<file path="src/rtl/core/ctc_gd_pkg.sv">
// Package with the types, constants and symbol lookup of the CTC greedy decoder.
package ctc_gd_pkg;

  localparam int NUM_CLASSES_DEF = 29;
  localparam int SCORE_BITS_DEF  = 16;
  localparam int IN_SCORE_W      = 16;
  localparam int CLASS_W         = 5;
  localparam int CHAR_W          = 8;
  localparam int SYMBOL_COUNT    = 28;

  localparam logic [CLASS_W-1:0] BLANK_RESET = CLASS_W'(28);
  localparam logic [CLASS_W-1:0] PREV_RESET  = CLASS_W'(28);

  localparam logic [CLASS_W-1:0] LAST_LETTER_CLASS = CLASS_W'(26);
  localparam logic [CLASS_W-1:0] APOSTROPHE_CLASS  = CLASS_W'(27);
  localparam logic [CHAR_W-1:0]  CHAR_SPACE        = 8'h20;
  localparam logic [CHAR_W-1:0]  CHAR_APOSTROPHE   = 8'h27;
  localparam logic [CHAR_W-1:0]  CHAR_LETTER_BASE  = 8'h60;
  localparam logic [CHAR_W-1:0]  CHAR_NONE         = 8'h00;

  typedef struct packed {
    logic signed [IN_SCORE_W-1:0] score;
    logic                         sequence_end;
  } ctc_gd_in_t;

  typedef struct packed {
    logic [CHAR_W-1:0]  character;
    logic [CLASS_W-1:0] class_index;
    logic               char_valid;
    logic               utterance_done;
  } ctc_gd_out_t;

  // Frame outcome handed from the argmax stage to the collapse stage.
  typedef struct packed {
    logic               done;
    logic               last;
    logic [CLASS_W-1:0] best_class;
  } ctc_gd_frame_t;

  // Alphabet: space, 'a' to 'z', apostrophe. Classes past the alphabet map to zero.
  function automatic logic [CHAR_W-1:0] symbol_of(input logic [CLASS_W-1:0] idx);
    logic [CHAR_W-1:0] ch;
    if (idx == '0) begin
      ch = CHAR_SPACE;
    end else if (idx <= LAST_LETTER_CLASS) begin
      ch = CHAR_LETTER_BASE + CHAR_W'(idx);
    end else if (idx == APOSTROPHE_CLASS) begin
      ch = CHAR_APOSTROPHE;
    end else begin
      ch = CHAR_NONE;
    end
    return ch;
  endfunction

endpackage

</file>
<file path="src/rtl/core/ctc_gd_argmax.sv">
// Running argmax over the scores of one frame, with the class position counter.
module ctc_gd_argmax #(
  parameter int NUM_CLASSES = ctc_gd_pkg::NUM_CLASSES_DEF,
  parameter int SCORE_BITS  = ctc_gd_pkg::SCORE_BITS_DEF
) (
  input  logic                                      clk,
  input  logic                                      rst,
  input  logic signed [ctc_gd_pkg::IN_SCORE_W-1:0] score,
  input  logic                                      last,
  input  logic                                      advance,
  output ctc_gd_pkg::ctc_gd_frame_t                 frame
);

  localparam int CW = ctc_gd_pkg::CLASS_W;
  localparam logic [CW-1:0] LAST_POS = CW'(NUM_CLASSES - 1);

  logic [CW-1:0]                class_count;
  logic signed [SCORE_BITS-1:0] best_score;
  logic [CW-1:0]                best_class;

  logic signed [SCORE_BITS-1:0] score_ext;
  logic                         take;
  logic [CW-1:0]                best_class_next;
  logic                         frame_end;

  // Narrow formats sign-extend from their own top bit; wider ones zero-extend the 16 input bits.
  generate
    if (SCORE_BITS <= ctc_gd_pkg::IN_SCORE_W) begin : g_narrow
      assign score_ext = signed'(score[SCORE_BITS-1:0]);
    end else begin : g_wide
      assign score_ext = signed'({{(SCORE_BITS - ctc_gd_pkg::IN_SCORE_W){1'b0}}, score});
    end
  endgenerate

  assign take            = (class_count == '0) || (score_ext > best_score);
  assign best_class_next = take ? class_count : best_class;
  assign frame_end       = (class_count >= LAST_POS) || last;

  always_comb begin
    frame.done       = frame_end;
    frame.last       = last;
    frame.best_class = best_class_next;
  end

  always_ff @(posedge clk) begin
    if (rst) begin
      class_count <= '0;
      best_score  <= '0;
      best_class  <= '0;
    end else if (advance) begin
      if (take) begin
        best_score <= score_ext;
      end
      best_class  <= best_class_next;
      class_count <= frame_end ? '0 : class_count + CW'(1);
    end
  end

  a_count_range: assert property (@(posedge clk) disable iff (rst)
    class_count <= LAST_POS)
    else $error("class counter passed the last class of a frame");

  a_frame_restart: assert property (@(posedge clk) disable iff (rst)
    advance && frame_end |=> class_count == '0)
    else $error("class counter did not restart after a frame end");

endmodule

</file>
<file path="src/rtl/core/ctc_gd_collapse.sv">
// Symbol lookup and CTC collapse: repeats are dropped first, then the blank.
module ctc_gd_collapse (
  input  logic                                clk,
  input  logic                                rst,
  input  logic [ctc_gd_pkg::CLASS_W-1:0]      blank_class,
  input  ctc_gd_pkg::ctc_gd_frame_t           frame,
  input  logic                                advance,
  output ctc_gd_pkg::ctc_gd_out_t             result
);

  logic [ctc_gd_pkg::CLASS_W-1:0] previous_class;
  logic                           has_sym;

  assign has_sym = frame.best_class < ctc_gd_pkg::CLASS_W'(ctc_gd_pkg::SYMBOL_COUNT);

  always_comb begin
    result.character      = ctc_gd_pkg::symbol_of(frame.best_class);
    result.class_index    = frame.best_class;
    result.char_valid     = has_sym && (frame.best_class != blank_class)
                            && (frame.best_class != previous_class);
    result.utterance_done = frame.last;
  end

  always_ff @(posedge clk) begin
    if (rst) begin
      previous_class <= ctc_gd_pkg::PREV_RESET;
    end else if (advance && frame.done) begin
      previous_class <= frame.last ? ctc_gd_pkg::PREV_RESET : frame.best_class;
    end
  end

  a_prev_after_end: assert property (@(posedge clk) disable iff (rst)
    advance && frame.done && frame.last |=> previous_class == ctc_gd_pkg::PREV_RESET)
    else $error("previous class not cleared at utterance end");

endmodule

</file>
<file path="src/rtl/core/ctc_greedy_decoder.sv">
// A frame result passes the input register and then the result register before it is offered on out_valid.
// Throughput: one score beat per cycle; the input register and the result register
// decouple the channels, so scores keep flowing while a result waits.
// Only a frame-ending score stalls, and only while the result register is full and out_ready is low.
// Reset (rst, synchronous): counters and argmax cleared, previous class and blank set to 28.
module ctc_greedy_decoder #(
  parameter int NUM_CLASSES = ctc_gd_pkg::NUM_CLASSES_DEF,
  parameter int SCORE_BITS  = ctc_gd_pkg::SCORE_BITS_DEF
) (
  input  logic                              clk,
  input  logic                              rst,
  input  logic                              cfg_we,
  input  logic [ctc_gd_pkg::CLASS_W-1:0]    cfg_wdata,
  input  logic                              in_valid,
  output logic                              in_ready,
  input  ctc_gd_pkg::ctc_gd_in_t            in_data,
  output logic                              out_valid,
  input  logic                              out_ready,
  output ctc_gd_pkg::ctc_gd_out_t           out_data
);

  logic [ctc_gd_pkg::CLASS_W-1:0] blank_class;
  logic                           in_valid_r;
  ctc_gd_pkg::ctc_gd_in_t         in_data_r;

  ctc_gd_pkg::ctc_gd_frame_t      frame;
  ctc_gd_pkg::ctc_gd_out_t        result;
  logic                           advance;

  // The held beat moves on unless it ends a frame and the result register is blocked.
  assign advance  = in_valid_r && (!frame.done || !out_valid || out_ready);
  assign in_ready = !in_valid_r || advance;

  always_ff @(posedge clk) begin
    if (rst) begin
      blank_class <= ctc_gd_pkg::BLANK_RESET;
    end else if (cfg_we) begin
      blank_class <= cfg_wdata;
    end
  end

  always_ff @(posedge clk) begin
    if (rst) begin
      in_valid_r <= 1'b0;
    end else if (in_ready) begin
      in_valid_r <= in_valid;
    end
  end

  always_ff @(posedge clk) begin
    if (in_valid && in_ready) begin
      in_data_r <= in_data;
    end
  end

  ctc_gd_argmax #(
    .NUM_CLASSES(NUM_CLASSES),
    .SCORE_BITS (SCORE_BITS)
  ) u_argmax (
    .clk    (clk),
    .rst    (rst),
    .score  (in_data_r.score),
    .last   (in_data_r.sequence_end),
    .advance(advance),
    .frame  (frame)
  );

  ctc_gd_collapse u_collapse (
    .clk        (clk),
    .rst        (rst),
    .blank_class(blank_class),
    .frame      (frame),
    .advance    (advance),
    .result     (result)
  );

  always_ff @(posedge clk) begin
    if (rst) begin
      out_valid <= 1'b0;
    end else if (advance && frame.done) begin
      out_valid <= 1'b1;
    end else if (out_ready) begin
      out_valid <= 1'b0;
    end
  end

  always_ff @(posedge clk) begin
    if (advance && frame.done) begin
      out_data <= result;
    end
  end

  a_result_loaded: assert property (@(posedge clk) disable iff (rst)
    advance && frame.done |=> out_valid)
    else $error("frame end did not load the result register");

  a_no_overwrite: assert property (@(posedge clk) disable iff (rst)
    out_valid && !out_ready |-> !(advance && frame.done))
    else $error("waiting result overwritten");

  a_blank_suppressed: assert property (@(posedge clk) disable iff (rst)
    out_valid && out_data.char_valid |-> out_data.class_index != blank_class)
    else $error("blank class marked as a new character");

endmodule

</file>
<file path="config.mk">
export PLATFORM = sky130hd
export DESIGN_NAME = ctc_greedy_decoder
export DESIGN_NICKNAME = d
export VERILOG_FILES = /design/src/rtl/core/ctc_gd_pkg.sv /design/src/rtl/core/ctc_gd_argmax.sv /design/src/rtl/core/ctc_gd_collapse.sv /design/src/rtl/core/ctc_greedy_decoder.sv
export SDC_FILE = /design/constraint.sdc
export NUM_CORES = 1
export LEC_CHECK = 0
export BUFFER_PORTS_ARGS = -buffer_cell sky130_fd_sc_hd__buf_2
export CAP_MARGIN = 40
export CORE_MARGIN = 2
export CORE_UTILIZATION = 45
export CTS_BUF_LIST = sky130_fd_sc_hd__clkbuf_2
export DETAILED_ROUTE_END_ITERATION = 8
export HOLD_SLACK_MARGIN = 0.08
export PLACE_DENSITY = 0.65
export SLEW_MARGIN = 25
export SYNTH_ARGS = -nofsm -noshare
export SYNTH_HDL_FRONTEND = slang
export SYNTH_SLANG_ARGS = --single-unit
</file>
<file path="constraint.sdc">
create_clock -name clk -period 7.2 [get_ports clk]
set_input_delay 0.36 -clock clk [delete_from_list [all_inputs] [get_ports clk]]
set_output_delay 0.36 -clock clk [all_outputs]
set_load 0.01 [all_outputs]
</file>
==> flow_summary_export.csv <==
group,metric,value,unit
run_status,status,"finished, final reports clean",
clock_network,clock_path_buffers,2,
synth,syn_nets,350,
sta,relSlewSlack,0.4620,
sta,worst_slew_pin_slew,805.1,ps
synth,async_flop_share,0,
clock_network,cts_resized,0,
floorplanning,die_y,87.31,microns
drt,firstDrtPassIters,4,
global_route,gr-total-overflow,0,
drt,first_iter_violations,139,
clock_network,h-tree-depth,3,
layout,final_nets,416,
floorplanning,ios,44,
floorplanning,fp.dieW,87.31,microns
clock_network,cts_sinks,69,
critical_path,crit_path_end_kind,"flop",
sta,whs,152.9,ps
global_route,grt_pass1_vias,2164,
synth,synth_warnings,0,
layout,diodes,0,
floorplanning,core_area,6756,sq um
critical_path,arrival,3770,ps
drt,drc,0,
synth,ys_ff_latch,69,
global_route,grt_usage,0.1732,
sta,rsz0062_at_grt,"no",
sta,final.setup.tns,0,ps
drt,ant_nets,0,
critical_path,worstPathRequired,7490,ps
synth,ys_top_cells_by_area,"edfxtp_1, dfxtp_1, ha_1, a21oi_1, nand2_1",
sta,post-route-min-period,3486,ps
clock_network,root_buffer,"clkbuf_2",
clock_network,tritoncts,"done",
sta,finalMaxSlewViolations,0,
global_route,antenna_found_initial,0,
drt,wirelength,6126,microns
synth,synth_most_common_cell,"nand2_1",
synth,synth_area_leader_cell,"edfxtp_1",
synth,seq_area_frac_synth,0.5417,
sta,hold_viol_final,0,
sta,finalCritPeriodShare,0.4842,
global_route,grt_pass1_wl,10120,microns
drt,vias_per_cell,5.134,
floorplanning,initial_core_util,0.4622,
sta,fmax,0.2868,GHz
synth,syn_inst,305,
synth,synth_common_cells,"nand2_1, a21oi_1, dfxtp_1",
synth,syn_avg_cell_area,10.24,sq um
place,gp_congestion,0.8390,
clock_network,clk_latency,500,ps
run,maxCapViolations,0,
hold_path,hold_path.class,"input pin to flop",
floorplanning,num_rows,30,
synth,yosysUniqueCellTypes,42,
power,power_density,212.6,nW/um^2
drt,via_count,2341,
floorplanning,fp.dieArea,7622,sq um
sta,setup_viol,0,
power,p_leak,1.522,nW
clock_network,cts_setup_buffers,0,
place,portBuffers,42,
sta,clock_skew,18.29,ps
synth,synth_area,3123,sq um
synth,synth_edf_count,31,
critical_path,start_kind,"flop",
drt,wl_per_cell,13.43,microns
layout,drive_gt1_frac,0.1888,
clock_network,clk_pin_slew,200,ps
layout,area_delta_synth_final,21.07,%
global_route,grt_max_degree,38,
critical_path,path_class,"flop to flop",
critical_path,worstPathMaxFanout,7,
place,hpwlAfterDp,4088,microns
layout,fillers,610,
power,irDropWorstVdd,0.08632,mV
synth,synth_ff_type,"dfxtp_1",
synth,synth_top_area_frac,0.2981,
clock_network,numCtsBuffers,9,
[worst paths after layout]
path / end / slack (ps) / cells past startpoint / start
worst min-delay path: out_valid / 150 / 3 / out_ready
worst max register to register: out_data[1] / 3710 / 11 / in_data_r[16]
worst max-delay path: out_data[1] / 3710 / 11 / in_data_r[16]
worst min register to register: u_argmax.best_score[7] / 470 / 2 / u_argmax.best_score[7]
[per-layer routing]
layer  vias up  global-route usage  wire length [microns]
li1       1189                   -                      -
met3        13             0.04076                    344
met1      1077              0.2372                   2984
met5         -                   0                      0
met2        62              0.2562                   2676
met4         0             0.08671                    121
[cells by family after synthesis]
logic type,after synthesis,synth area share
flip-flops,69,0.5417
AND/OR/NAND/NOR,98,0.1510
AO/OA/AOI/OAI,63,0.1186
adder cells (fa/ha/maj),18,0.07212
multiplexers,7,0.03846
XOR/XNOR,9,0.02524
other,1,0.001201
buffers and inverters,40,0.05168
[flip-flops by register name, indices dropped and copies added (netlist names)]
register / cells
out_valid: 1
blank_class: 5
u_argmax.best_class: 5
in_valid_r: 1
u_argmax.best_score: 16
out_data: 14
u_collapse.previous_class: 5
u_argmax.class_count: 5
in_data_r: 17
[per-stage QoR]
step                total power [mW]  area [sq um]  setup WS [ps]  std cells    util
global placement              0.5106          3392           3821        417  0.5020
global route                  0.8387          3781           3439        456  0.5596
floorplan                     0.4901          3123           4067        305       -
CTS                           0.8094          3781           3719        456  0.5596
detailed placement            0.5127          3392           3740        417  0.5020
finish                        0.8037          3781           3714        456  0.5596
[power breakdown]
part | switching [mW] | internal [mW]
logic | 0.0425 | 0.0375
registers | 0.00881 | 0.425
clock network | 0.141 | 0.149
[what timing repair did]
| action | CTS | global route |
|---|---|---|
| hold endpoints to repair | 23 | 0 |
| endpoints found under the setup margin | 0 | 0 |
| hold buffers | 23 | 0 |
[critical path, stage by stage, from the launching register on]
cell and delay, ps:
edfxtp_1 450, ha_1 380, nand4_2 160, o21bai_2 100
or4_4 510, and3_1 200, a211o_1 430, mux2i_4 310
xnor2_1 170, nor4_2 320, a221o_1 190, o21ai_1 60
[cell usage in the layout (no fill, tap or decap), types with 2 or more instances in the layout]
cell,n
xnor2_1,8
mux2i_1,3
nand2b_1,4
dfxtp_1,38
nand4_1,6
a211o_1,2
ha_1,18
bufinv_16,3
clkbuf_2,9
mux2i_4,4
a21oi_1,39
nand3_1,3
o22ai_1,3
o211ai_1,2
edfxtp_1,31
nor4_2,2
a32oi_1,2
nor3_1,3
dlygate4sd3_1,23
a22o_1,2
o21ai_0,6
nand2_1,50
nor2b_1,5
or3_1,2
clkinv_2,3
buf_4,2
nor2_1,16
buf_2,42
inv_1,28
[layout make-up]
type                    count  area, sq um  area share
flip-flops and latches     69         1692      0.4474
inverters                  28        105.1     0.02780
clock inverters             7        113.9     0.03011
well taps                  80        100.1     0.02647
repair buffers             67        455.4      0.1204
clock buffers               9        45.04     0.01191
multi-input cells         196         1270      0.3359
No activity file was read; power rests on OpenSTA's default activity.
